<file path="src/design/seven_segment_scan_serializer_top_macros.svh">
// Assertion macros for the seven-segment scan serializer sequencer.
`ifndef SEVEN_SEGMENT_SCAN_SERIALIZER_TOP_MACROS_SVH
`define SEVEN_SEGMENT_SCAN_SERIALIZER_TOP_MACROS_SVH

// Same-cycle implication, checked on clk and disabled in reset.
`define SSS_ASSERT_NOW(label, ante, cons, msg) \
  label: assert property (@(posedge clk) disable iff (rst) (ante) |-> (cons)) \
    else $error(msg);

// Next-cycle implication, checked on clk and disabled in reset.
`define SSS_ASSERT_NEXT(label, ante, cons, msg) \
  label: assert property (@(posedge clk) disable iff (rst) (ante) |=> (cons)) \
    else $error(msg);

`endif

</file>
<file path="src/design/sss_pkg.sv">
// Package with codes, types and tables of the seven-segment scan serializer.
`timescale 1ns / 1ps
package sss_pkg;

  localparam logic [1:0] OP_TICK   = 2'd0;
  localparam logic [1:0] OP_WRITE  = 2'd1;
  localparam logic [1:0] OP_COMMIT = 2'd2;

  localparam logic [1:0] PIN_DATA  = 2'd0;
  localparam logic [1:0] PIN_CLOCK = 2'd1;
  localparam logic [1:0] PIN_LATCH = 2'd2;

  localparam logic [1:0] CFG_DIGIT_COUNT    = 2'd0;
  localparam logic [1:0] CFG_DEVICE_TYPE    = 2'd1;
  localparam logic [1:0] CFG_COMMON_CATHODE = 2'd2;
  localparam logic [1:0] CFG_REVERSED       = 2'd3;

  localparam logic [4:0] BITS_SHIFT_REG = 5'd16;
  localparam logic [4:0] BITS_DRIVER    = 5'd18;

  typedef struct packed {
    logic [2:0] len;
    logic       device_type;
    logic       common_cathode;
    logic       reversed;
  } sss_cfg_t;

  typedef struct packed {
    logic       wr;
    logic       commit;
    logic [1:0] slot;
    logic [7:0] data;
  } sss_store_req_t;

  function automatic logic [7:0] select_code(input logic [1:0] idx);
    logic [7:0] code;
    case (idx)
      2'd0: code = 8'h7f;
      2'd1: code = 8'hbf;
      2'd2: code = 8'hdf;
      2'd3: code = 8'hef;
      default: code = 8'h7f;
    endcase
    return code;
  endfunction

endpackage

</file>
<file path="src/design/sss_in_if.sv">
// Input channel interface carrying operation words.
`timescale 1ns / 1ps
interface sss_in_if;
  logic       valid;
  logic       ready;
  logic [1:0] operation;
  logic [1:0] position;
  logic [7:0] segments;

  modport source (output valid, output operation, output position, output segments,
                  input ready);
  modport sink (input valid, input operation, input position, input segments,
                output ready);
endinterface

</file>
<file path="src/design/sss_out_if.sv">
// Output channel interface carrying pin event words.
`timescale 1ns / 1ps
interface sss_out_if;
  logic       valid;
  logic       ready;
  logic [1:0] pin;
  logic       level;
  logic       last;

  modport source (output valid, output pin, output level, output last, input ready);
  modport sink (input valid, input pin, input level, input last, output ready);
endinterface

</file>
<file path="src/design/sss_digit_store.sv">
// Back and front digit buffers with positional write, commit copy and read.
`timescale 1ns / 1ps
module sss_digit_store
  import sss_pkg::*;
#(
  parameter int MAX_DIGITS = 4
) (
  input  logic           clk,
  input  logic           rst,
  input  sss_store_req_t store_req,
  input  logic [1:0]     rd_idx,
  output logic [7:0]     rd_data
);

  localparam int AW = (MAX_DIGITS > 1) ? $clog2(MAX_DIGITS) : 1;

  logic [7:0] back_digits  [MAX_DIGITS];
  logic [7:0] front_digits [MAX_DIGITS];

  always_ff @(posedge clk) begin
    if (rst) begin
      for (int i = 0; i < MAX_DIGITS; i++) begin
        back_digits[i]  <= 8'h00;
        front_digits[i] <= 8'h00;
      end
    end else begin
      if (store_req.wr) begin
        back_digits[store_req.slot[AW-1:0]] <= store_req.data;
      end
      if (store_req.commit) begin
        for (int i = 0; i < MAX_DIGITS; i++) begin
          front_digits[i] <= back_digits[i];
        end
      end
    end
  end

  assign rd_data = front_digits[rd_idx[AW-1:0]];

endmodule

</file>
<file path="src/design/sss_sequencer.sv">
// Operation decoder and bit-serial pin event sequencer with output register.
`timescale 1ns / 1ps
`include "seven_segment_scan_serializer_top_macros.svh"
module sss_sequencer
  import sss_pkg::*;
(
  input  logic           clk,
  input  logic           rst,
  sss_in_if.sink         in_ch,
  sss_out_if.source      out_ch,
  input  sss_cfg_t       cfg,
  output sss_store_req_t store_req,
  output logic [1:0]     rd_idx,
  input  logic [7:0]     rd_data
);

  typedef enum logic [3:0] {
    ST_IDLE = 4'b0001,
    ST_HEAD = 4'b0010,
    ST_BITS = 4'b0100,
    ST_TAIL = 4'b1000
  } state_t;

  state_t      state, state_next;
  logic [23:0] shreg, shreg_next;
  logic [4:0]  bitcnt, bitcnt_next;
  logic [1:0]  phase, phase_next;
  logic [2:0]  tailcnt, tailcnt_next;
  logic [2:0]  scan_index;
  logic        out_valid;
  logic [1:0]  out_pin;
  logic        out_level;
  logic        out_last;

  logic        acc;
  logic        tick;
  logic        step;
  logic [2:0]  idx_eff;
  logic [2:0]  pos_ext;
  logic [2:0]  slot_full;
  logic [7:0]  sel_byte;
  logic [7:0]  drv_code;
  logic [1:0]  ev_pin;
  logic        ev_level;
  logic        ev_last;

  assign in_ch.ready = (state == ST_IDLE);
  assign acc  = in_ch.valid && in_ch.ready;
  assign tick = acc && (in_ch.operation == OP_TICK);
  assign step = (state != ST_IDLE) && (!out_valid || out_ch.ready);

  assign idx_eff = (scan_index >= cfg.len) ? 3'd0 : scan_index;
  assign rd_idx  = idx_eff[1:0];

  assign pos_ext   = {1'b0, in_ch.position};
  assign slot_full = cfg.reversed ? (cfg.len - 3'd1 - pos_ext) : pos_ext;

  always_comb begin
    store_req.wr     = acc && (in_ch.operation == OP_WRITE) && (pos_ext < cfg.len);
    store_req.commit = acc && (in_ch.operation == OP_COMMIT);
    store_req.slot   = slot_full[1:0];
    store_req.data   = in_ch.segments;
  end

  assign sel_byte = 8'h01 << idx_eff[1:0];
  assign drv_code = select_code(idx_eff[1:0]);

  always_comb begin
    state_next   = state;
    shreg_next   = shreg;
    bitcnt_next  = bitcnt;
    phase_next   = phase;
    tailcnt_next = tailcnt;
    ev_pin       = PIN_DATA;
    ev_level     = 1'b0;
    ev_last      = 1'b0;
    case (state)
      ST_IDLE: begin
        if (tick) begin
          phase_next   = 2'd0;
          tailcnt_next = 3'd0;
          if (cfg.device_type) begin
            shreg_next  = {drv_code[7:4], 6'b0, rd_data, 6'b0};
            bitcnt_next = BITS_DRIVER;
            state_next  = ST_BITS;
          end else begin
            if (cfg.common_cathode) begin
              shreg_next = {sel_byte, ~rd_data, 8'h00};
            end else begin
              shreg_next = {~sel_byte, rd_data, 8'h00};
            end
            bitcnt_next = BITS_SHIFT_REG;
            state_next  = ST_HEAD;
          end
        end
      end
      ST_HEAD: begin
        ev_pin   = PIN_LATCH;
        ev_level = 1'b0;
        if (step) begin
          state_next = ST_BITS;
        end
      end
      ST_BITS: begin
        case (phase)
          2'd0: begin
            ev_pin   = PIN_DATA;
            ev_level = shreg[23];
          end
          2'd1: begin
            ev_pin   = PIN_CLOCK;
            ev_level = 1'b1;
          end
          default: begin
            ev_pin   = PIN_CLOCK;
            ev_level = 1'b0;
          end
        endcase
        if (step) begin
          if (phase == 2'd2) begin
            phase_next  = 2'd0;
            shreg_next  = {shreg[22:0], 1'b0};
            bitcnt_next = bitcnt - 5'd1;
            if (bitcnt == 5'd1) begin
              state_next = ST_TAIL;
            end
          end else begin
            phase_next = phase + 2'd1;
          end
        end
      end
      ST_TAIL: begin
        if (!cfg.device_type) begin
          ev_pin   = PIN_LATCH;
          ev_level = 1'b1;
          ev_last  = 1'b1;
        end else begin
          case (tailcnt)
            3'd0: begin
              ev_pin   = PIN_DATA;
              ev_level = 1'b0;
            end
            3'd1: begin
              ev_pin   = PIN_DATA;
              ev_level = 1'b1;
            end
            3'd2: begin
              ev_pin   = PIN_CLOCK;
              ev_level = 1'b0;
            end
            3'd3: begin
              ev_pin   = PIN_DATA;
              ev_level = 1'b0;
            end
            default: begin
              ev_pin   = PIN_DATA;
              ev_level = 1'b1;
              ev_last  = 1'b1;
            end
          endcase
        end
        if (step) begin
          tailcnt_next = tailcnt + 3'd1;
          if (ev_last) begin
            state_next = ST_IDLE;
          end
        end
      end
      default: begin
        state_next = ST_IDLE;
      end
    endcase
  end

  always_ff @(posedge clk) begin
    if (rst) begin
      state      <= ST_IDLE;
      scan_index <= 3'd0;
      out_valid  <= 1'b0;
      bitcnt     <= 5'd0;
      phase      <= 2'd0;
      tailcnt    <= 3'd0;
    end else begin
      state   <= state_next;
      bitcnt  <= bitcnt_next;
      phase   <= phase_next;
      tailcnt <= tailcnt_next;
      if (tick) begin
        scan_index <= idx_eff + 3'd1;
      end
      if (step) begin
        out_valid <= 1'b1;
      end else if (out_ch.ready) begin
        out_valid <= 1'b0;
      end
    end
  end

  always_ff @(posedge clk) begin
    shreg <= shreg_next;
    if (step) begin
      out_pin   <= ev_pin;
      out_level <= ev_level;
      out_last  <= ev_last;
    end
  end

  assign out_ch.valid = out_valid;
  assign out_ch.pin   = out_pin;
  assign out_ch.level = out_level;
  assign out_ch.last  = out_last;

  `SSS_ASSERT_NEXT(a_tick_busy, tick, (state != ST_IDLE) && !in_ch.ready, "tick did not start")
  `SSS_ASSERT_NEXT(a_tick_bits, tick,
    bitcnt == (cfg.device_type ? BITS_DRIVER : BITS_SHIFT_REG), "wrong bit count")
  `SSS_ASSERT_NEXT(a_last_ends, step && ev_last,
    (state == ST_IDLE) && out_valid && out_last, "last word did not end the tick")
  `SSS_ASSERT_NEXT(a_scan_range, tick,
    (scan_index != 3'd0) && (scan_index <= cfg.len), "scan index out of range")

endmodule

</file>
<file path="src/design/seven_segment_scan_serializer_top.sv">
// Top level of the seven-segment scan serializer with configuration registers.
//
//   channel  direction  word contents
//   in_ch    sink       operation, position, segments
//   out_ch   source     pin, level, last
//   cfg      write      cfg_we, cfg_index, cfg_data
//
// A write or commit word is accepted while the sequencer is idle. A tick word is
// accepted while idle and then produces 50 (shift-register mode) or 59 (driver mode)
// output words, one per cycle while the sink is ready; input is held off until the
// last one is registered. The counts follow from the head, bit and tail states.
// Synchronous reset clears buffers, scan index and state; digit count resets to 4.
`timescale 1ns / 1ps
module seven_segment_scan_serializer_top
  import sss_pkg::*;
#(
  parameter int MAX_DIGITS = 4
) (
  input  logic       clk,
  input  logic       rst,
  input  logic       cfg_we,
  input  logic [1:0] cfg_index,
  input  logic [2:0] cfg_data,
  sss_in_if.sink     in_ch,
  sss_out_if.source  out_ch
);

  localparam logic [2:0] MaxLen = 3'(MAX_DIGITS);

  logic [2:0]     digit_count;
  logic           device_type;
  logic           common_cathode;
  logic           reversed;
  sss_cfg_t       cfg;
  sss_store_req_t store_req;
  logic [1:0]     rd_idx;
  logic [7:0]     rd_data;

  always_ff @(posedge clk) begin
    if (rst) begin
      digit_count    <= 3'd4;
      device_type    <= 1'b0;
      common_cathode <= 1'b0;
      reversed       <= 1'b0;
    end else if (cfg_we) begin
      case (cfg_index)
        CFG_DIGIT_COUNT:    digit_count    <= cfg_data;
        CFG_DEVICE_TYPE:    device_type    <= cfg_data[0];
        CFG_COMMON_CATHODE: common_cathode <= cfg_data[0];
        CFG_REVERSED:       reversed       <= cfg_data[0];
        default: ;
      endcase
    end
  end

  always_comb begin
    if (digit_count == 3'd0) begin
      cfg.len = 3'd1;
    end else if (digit_count > MaxLen) begin
      cfg.len = MaxLen;
    end else begin
      cfg.len = digit_count;
    end
    cfg.device_type    = device_type;
    cfg.common_cathode = common_cathode;
    cfg.reversed       = reversed;
  end

  sss_digit_store #(
    .MAX_DIGITS(MAX_DIGITS)
  ) u_store (
    .clk      (clk),
    .rst      (rst),
    .store_req(store_req),
    .rd_idx   (rd_idx),
    .rd_data  (rd_data)
  );

  sss_sequencer u_seq (
    .clk      (clk),
    .rst      (rst),
    .in_ch    (in_ch),
    .out_ch   (out_ch),
    .cfg      (cfg),
    .store_req(store_req),
    .rd_idx   (rd_idx),
    .rd_data  (rd_data)
  );

endmodule
</file>
<file path="src/flat_wrapper.sv">
// flat-port wrapper written by rule: the top's interface ports become plain ports
module seven_segment_scan_serializer_top_flat import sss_pkg::*;
#(
  parameter int MAX_DIGITS = 4
)
  (clk, rst, cfg_we, cfg_index, cfg_data, in_ch_valid, in_ch_operation, in_ch_position, in_ch_segments, in_ch_ready, out_ch_valid, out_ch_pin, out_ch_level, out_ch_last, out_ch_ready);
  sss_in_if in_ch_i ();
  sss_out_if out_ch_i ();
  input  logic clk;
  input  logic rst;
  input  logic cfg_we;
  input  logic [1:0] cfg_index;
  input  logic [2:0] cfg_data;
  input wire logic [$bits(in_ch_i.valid)-1:0] in_ch_valid;
  input wire logic [$bits(in_ch_i.operation)-1:0] in_ch_operation;
  input wire logic [$bits(in_ch_i.position)-1:0] in_ch_position;
  input wire logic [$bits(in_ch_i.segments)-1:0] in_ch_segments;
  output wire logic [$bits(in_ch_i.ready)-1:0] in_ch_ready;
  output wire logic [$bits(out_ch_i.valid)-1:0] out_ch_valid;
  output wire logic [$bits(out_ch_i.pin)-1:0] out_ch_pin;
  output wire logic [$bits(out_ch_i.level)-1:0] out_ch_level;
  output wire logic [$bits(out_ch_i.last)-1:0] out_ch_last;
  input wire logic [$bits(out_ch_i.ready)-1:0] out_ch_ready;
  assign in_ch_i.valid = in_ch_valid;
  assign in_ch_i.operation = in_ch_operation;
  assign in_ch_i.position = in_ch_position;
  assign in_ch_i.segments = in_ch_segments;
  assign in_ch_ready = in_ch_i.ready;
  assign out_ch_valid = out_ch_i.valid;
  assign out_ch_pin = out_ch_i.pin;
  assign out_ch_level = out_ch_i.level;
  assign out_ch_last = out_ch_i.last;
  assign out_ch_i.ready = out_ch_ready;
  seven_segment_scan_serializer_top #(.MAX_DIGITS(MAX_DIGITS)) u_core (.clk(clk), .rst(rst), .cfg_we(cfg_we), .cfg_index(cfg_index), .cfg_data(cfg_data), .in_ch(in_ch_i), .out_ch(out_ch_i));
endmodule
</file>
<file path="config.mk">
export PLATFORM = sky130hd
export DESIGN_NAME = seven_segment_scan_serializer_top_flat
export DESIGN_NICKNAME = d
export VERILOG_FILES = /design/src/design/sss_pkg.sv /design/src/design/sss_in_if.sv /design/src/design/sss_out_if.sv /design/src/design/sss_digit_store.sv /design/src/design/sss_sequencer.sv /design/src/design/seven_segment_scan_serializer_top.sv /design/src/flat_wrapper.sv
export VERILOG_INCLUDE_DIRS = /design/src /design/src/design
export SDC_FILE = /design/constraint.sdc
export NUM_CORES = 1
export LEC_CHECK = 0
export BUFFER_PORTS_ARGS = -buffer_cell sky130_fd_sc_hd__buf_4
export CORE_MARGIN = 2
export CORE_UTILIZATION = 45
export DETAILED_ROUTE_END_ITERATION = 6
export GPL_TIMING_DRIVEN = 1
export HOLD_SLACK_MARGIN = 0.08
export PLACE_DENSITY_LB_ADDON = 0.05
export SYNTH_ARGS = -nofsm -noshare
export SYNTH_HDL_FRONTEND = slang
export SYNTH_HIERARCHICAL = 1
export SYNTH_SLANG_ARGS = --single-unit
</file>
<file path="constraint.sdc">
create_clock -name clk -period 4.2 [get_ports clk]
set_clock_uncertainty 0.1 [all_clocks]
set_input_delay 0.63 -clock clk [delete_from_list [all_inputs] [get_ports clk]]
set_output_delay 0.63 -clock clk [all_outputs]
set_load 0.01 [all_outputs]
</file>
Yosys cells after proc, flatten, opt, wreduce, memory -nomap -nowiden:

Memories as Yosys holds them, arrays and structs flattened.
Index checks and enable logic that the tools add are counted.

* bits in registers: 52
* memory bits (writable): 64
* bits of input ports: 22
* output and inout bits: 6
* word-level logic and storage cells: 146
* memories kept: 2

* add/subtract/negate cells: 6
* $lt $le $gt $ge: 3
* equal/unequal tests: 26
* shift operators: 1
* mux-type cells: 60
* bitwise gates (word level): 6
* reduce and logical (&&, ||, !) cells: 28

Memory list
* u_core.u_store.back_digits: depth 4, bits a word 8, rd ports 4, clocked after memory_dff 0, write ports 4, RTL line sss_digit_store.sv:17 `logic [7:0] back_digits [MAX_DIGITS];`
* u_core.u_store.front_digits: depth 4, bits a word 8, rd ports 1, clocked after memory_dff 0, write ports 4, RTL line sss_digit_store.sv:18 `logic [7:0] front_digits [MAX_DIGITS];`

Operators with widths (number)
* 24-bit 2-to-1 mux: 5
* 24-bit case mux with 2 select lines: 1
* 8-bit 2-to-1 mux: 5
* 8-bit case mux with 4 select lines: 1
* 4-bit 2-to-1 mux: 7
* 1-bit 2-to-1 mux: 18
* 3-bit 2-to-1 mux: 6
* 8-bit inverter: 2
* 4-bit case mux with 4 select lines: 1
* 5-bit 2-to-1 mux: 3
* 2-bit 2-to-1 mux: 7
* 2-bit equality test, second input constant: 6
* 2-bit != test, second input constant: 6
* 5-bit case mux with 2 select lines: 1
* 2-bit by 1-bit equality test with 1-bit output, second input constant: 4
* 2-bit zero test: 4
* 2-bit AND reduction: 4
* 8-bit OR reduction: 1
* 1-bit by 2-bit << shifter with 8-bit output, first input constant: 1
* 7-bit AND reduction: 1
* 3-bit by 1-bit adder with 3-bit output, second input constant: 2
* 3-bit by 2-bit equality test with 1-bit output, second input constant: 2
* 1-bit logical AND: 6
* 3-bit zero test: 2
* 27 further kinds: 34

Depth between registers and ports, before layout:

* depth in word-level cells: 11
* gate-level depth with buffers: 13
* gate-level depth less buffers: 12

Hierarchy:

The synthesis kept the hierarchy.

By module, submodules not included
* sss_digit_store: instances 1, cells each 155, area each 2671.3 µm², sequential area each 1921.8 µm²
* sss_sequencer: instances 1, cells each 287, area each 2588.7 µm², sequential area each 1021.0 µm²
* seven_segment_scan_serializer_top: instances 1, cells each 29, area each 289.0 µm², sequential area each 120.1 µm²

Least setup slack after synthesis:

OpenSTA, ideal clock, no wires.

* path type: register to register
* start: register u_core.digit_count[0]
* end: register u_core.u_seq.shreg[11] (data pin)
* library setup time: 0.269 ns
* data arrival time: 2.703 ns
* data required time: 3.831 ns
* path slack: 1.128 ns
* stages on the path, launching flop included: 14
* buffers on the path: 1
* clock period less this slack: 3.072 ns
* path through: dfxtp_1 inv_1 a21oi_1 ha_1 nand2b_1 a21o_1 a21oi_1 and2_1 buf_6 mux4_2 xnor2_1 nor2_1 a21oi_1 o21ai_0

RTL lines
* start: declaration: RTL line seven_segment_scan_serializer_top.sv:30 `logic [2:0] digit_count;`
* start signal: assignment: RTL line seven_segment_scan_serializer_top.sv:47 `CFG_DIGIT_COUNT: digit_count <= cfg_data;`
* end signal: assignment: RTL line sss_sequencer.sv:200 `shreg <= shreg_next;`
* end: declaration: RTL line sss_sequencer.sv:25 `logic [23:0] shreg, shreg_next;`

==> results.py <==
metrics = {
    "outcome": {
        "run_status": "finished clean",
    },
    "yosys": {
        "synth.avg_cell_area_um2": 11.78,
        "synthFlopType": "edfxtp_1",
        "yosysWarnings": 6,
        "yosys.area.top_type_share_pct": 46.54,
        "seq_area_frac_synth_pct": 55.20,
        "yosys.area.top_type": "edfxtp_1",
        "post_synthesis_instance_area_um2": 5549,
        "async_flop_share_pct": 0,
        "ys_seq_elements": 110,
        "ys_top_cells_by_area": "edfxtp_1 (47%), dfxtp_1 (8.7%), and2_1 (7.4%)",
        "synth_fp_nets": 514,
        "synth_top_cells_by_count": "edfxtp_1 (86), and2_1 (66), nor2_1 (31)",
        "synth_enable_flop_cells": 86,
        "yosys.cell_types.count": 63,
        "post-synth-top-count-cell": "edfxtp_1",
        "synth_instances": 471,
    },
    "clock_network": {
        "cts_tree": "built",
        "cts-buffers-inserted": 9,
        "cts_resized": 0,
        "clk_pin_slew_worst_paths_ns": 0.07,
        "clock_root_buffer": "clkbuf_16",
        "clock_tree.htree_level_count": 3,
        "clkLatencyLatePin_ns": 0.35,
        "cts_post_setup_buffers_inserted": 0,
        "cts.sink_count": 110,
        "cts_hold_repair.buffers": 0,
        "cts_max_path_buffers": 2,
    },
    "timing": {
        "fmax_mhz": 284.7,
        "finalSetupViolations": 0,
        "timing_worst_slew_pin_value_ns": 0.9039,
        "final.setup.tns_ns": 0,
        "timing_max_transition_violations_final": 0,
        "layout_worst_path_cycle_share_pct": 83.62,
        "rsz0062_at_grt": "no",
        "slew-limit-headroom_pct": 39.10,
        "min_period_ns": 3.512,
        "final.setup.worst_slack_ns": 0.6879,
        "final_hold_viol_count": 0,
    },
    "route": {
        "avgViaCountPerCell": 5.246,
        "route.vias.total": 3342,
        "firstDrtPassIters": 4,
        "wire_per_inst_um": 15.75,
        "detail_route.drc_violations": 0,
        "detail_route.wirelength_um": 10030,
        "antenna_left": 0,
        "detailedRoute.firstIterationViolations": 99,
    },
    "global_route": {
        "antenna_found_initial": 0,
        "global_route.usage.total_pct": 16.34,
        "globalRoute.totalOverflow": 0,
        "via_count_of_the_first_global_routing_pass": 3351,
        "grt_max_degree": 36,
        "global_route_wire_length_before_repair_um": 16790,
    },
    "critical_path": {
        "critPathMaxFanout": 9,
        "critPathCaptureType": "flip-flop",
        "cp_startpoint_kind": "flip-flop",
        "crit_type": "flip-flop to flip-flop",
        "worst_ep_arrival_time_ns": 3.50,
        "worst-r2r-cell-count": 12,
        "critPathRequiredTime_ns": 4.19,
    },
    "place": {
        "post-place-ws_ns": 0.7051,
        "portBuffers": 27,
        "gpl.final_weighted_congestion": 0.7353,
        "hpwlAfterDp_um": 7017,
    },
    "die": {
        "die_area_um2": 13240,
        "die-width_um": 115.0,
        "chip_height_um": 115.0,
        "effective_utilization_at_floorplan_pct": 46.20,
        "rows": 40,
        "core-area_um2": 12010,
        "top_level_i_o_count": 28,
    },
    "hold_path": {
        "worst_min_path_class": "flip-flop to flip-flop",
        "hold_depth": 2,
    },
    "power": {
        "ir_drop_uv": 199.7,
        "fin_total_pwr_mw": 2.736,
        "leakagePower_nw": 2.279,
        "power_density_nw_per_um2": 445.3,
    },
    "cells_and_area": {
        "syn2layout_area_growth_pct": 10.71,
        "antenna-diode-count": 0,
        "drive_gt1_share_pct": 14.49,
        "fillCellCount": 1082,
        "fin_nets": 528,
    },
    "job": {
        "maxCapViolations": 0,
    },
}
==> area by class of cell <==
class / instances / area [um2] / share of cell area (%)
Timing Repair Buffer: 31 / 232.7 / 3.788
Clock buffer: 10 / 229.0 / 3.727
Tap cell: 147 / 183.9 / 2.994
Clock inverter: 6 / 100.1 / 1.629
Inverter: 18 / 80.08 / 1.303
Multi-Input combinational cell: 315 / 2255 / 36.70
Sequential cell: 110 / 3063 / 49.86
==> report_power, final <==
part           internal (mW)  leakage [nW]  switching [mW]
Clock                  0.535         0.161           0.407
Combinational          0.182          1.06           0.255
Sequential              1.29          1.06          0.0614
Total                   2.01          2.28           0.724
==> kinds of logic (layout without fill, tap and decap cells) <==
logic type | count (synthesis) | in the layout | synth area share (%)
buffers and inverters | 46 | 65 | 4.329
and+or+nand+nor | 190 | 190 | 20.16
muxes | 14 | 14 | 4.329
adders and majority gates | 21 | 21 | 4.735
xor gates and xnor gates | 15 | 15 | 2.368
AOI/OAI and AO/OA | 75 | 75 | 8.884
DFF | 110 | 110 | 55.20
==> sequential cells by signal, summed over array words and instances (netlist names) <==
register and count:
u_core/u_seq/state 4, u_core/u_seq/phase 2, u_core/u_seq/out_ch.valid 1, u_core/common_cathode 1
u_core/u_seq/out_ch.level 1, u_core/u_seq/out_ch.last 1, u_core/u_seq/bitcnt 5, u_core/u_seq/tailcnt 3
u_core/digit_count 3, u_core/u_store/front_digits 32, u_core/u_seq/shreg 18, u_core/reversed 1
u_core/u_seq/scan_index 3, u_core/u_seq/out_ch.pin 2, u_core/device_type 1, u_core/u_store/back_digits 32
==> placed cells by master, fill, tap and decap left out, types with 3 or more instances in the layout <==
cell and n:
or4_1 4, mux4_2 8, nand2_1 30, o31ai_1 7, xor2_1 6, nor2_1 31
ha_1 21, nand2b_1 12, buf_4 31, inv_1 17, nand3_1 14, xnor2_1 9
a31oi_1 3, edfxtp_1 86, nor2b_1 3, o21ai_0 15, clkbuf_16 9, a21oi_1 26
nand3b_1 4, mux2i_1 6, and2_1 66, nor3_1 4, dfxtp_1 24, o211ai_1 4
==> metal layers <==
| layer | vias up | wire length (um) | global-route usage [%] | part of all wire, % |
|---|---|---|---|---|
| met5 | - | 0 | 0 | 0 |
| met4 | 0 | 131 | 6.908 | 1.3 |
| met3 | 8 | 190 | 2.741 | 1.9 |
| met2 | 44 | 5051 | 27.88 | 50 |
| met1 | 1584 | 4660 | 20.65 | 46 |
| li1 | 1706 | - | - | - |
==> worst paths after layout <==
path | end | from | slack, ns
max reg2reg | u_core/u_seq/shreg[12]$_DFFE_PP_ | u_core/digit_count[0]$_SDFFE_PP0P_ | 0.69
max | u_core/u_seq/shreg[12]$_DFFE_PP_ | u_core/digit_count[0]$_SDFFE_PP0P_ | 0.69
min reg2reg | u_core/digit_count[0]$_SDFFE_PP0P_ | u_core/digit_count[0]$_SDFFE_PP0P_ | 0.40
min | u_core/digit_count[0]$_SDFFE_PP0P_ | u_core/digit_count[0]$_SDFFE_PP0P_ | 0.40
==> critical path, stage by stage, from the launching register on <==
cell	delay [ns]
dfxtp_1	0.33
inv_1	0.04
a21oi_1	0.24
ha_1	0.28
nand2b_1	0.15
a21o_1	0.19
a21oi_1	0.34
and2_1	0.55
mux4_2	0.60
xnor2_1	0.16
nor2_1	0.06
a21oi_1	0.13
o21ai_0	0.08
==> per-stage QoR <==
stage,std cells,util (%),instance area (um2),hold slack (ns)
floorplan,471,-,5549,0.3480
global placement,621,48.41,5814,0.3753
detailed placement,621,48.41,5814,0.3870
CTS,637,51.15,6143,0.3994
global route,637,51.15,6143,0.4249
finish,637,51.15,6143,0.3973
No activity file was read; power rests on OpenSTA's default activity.
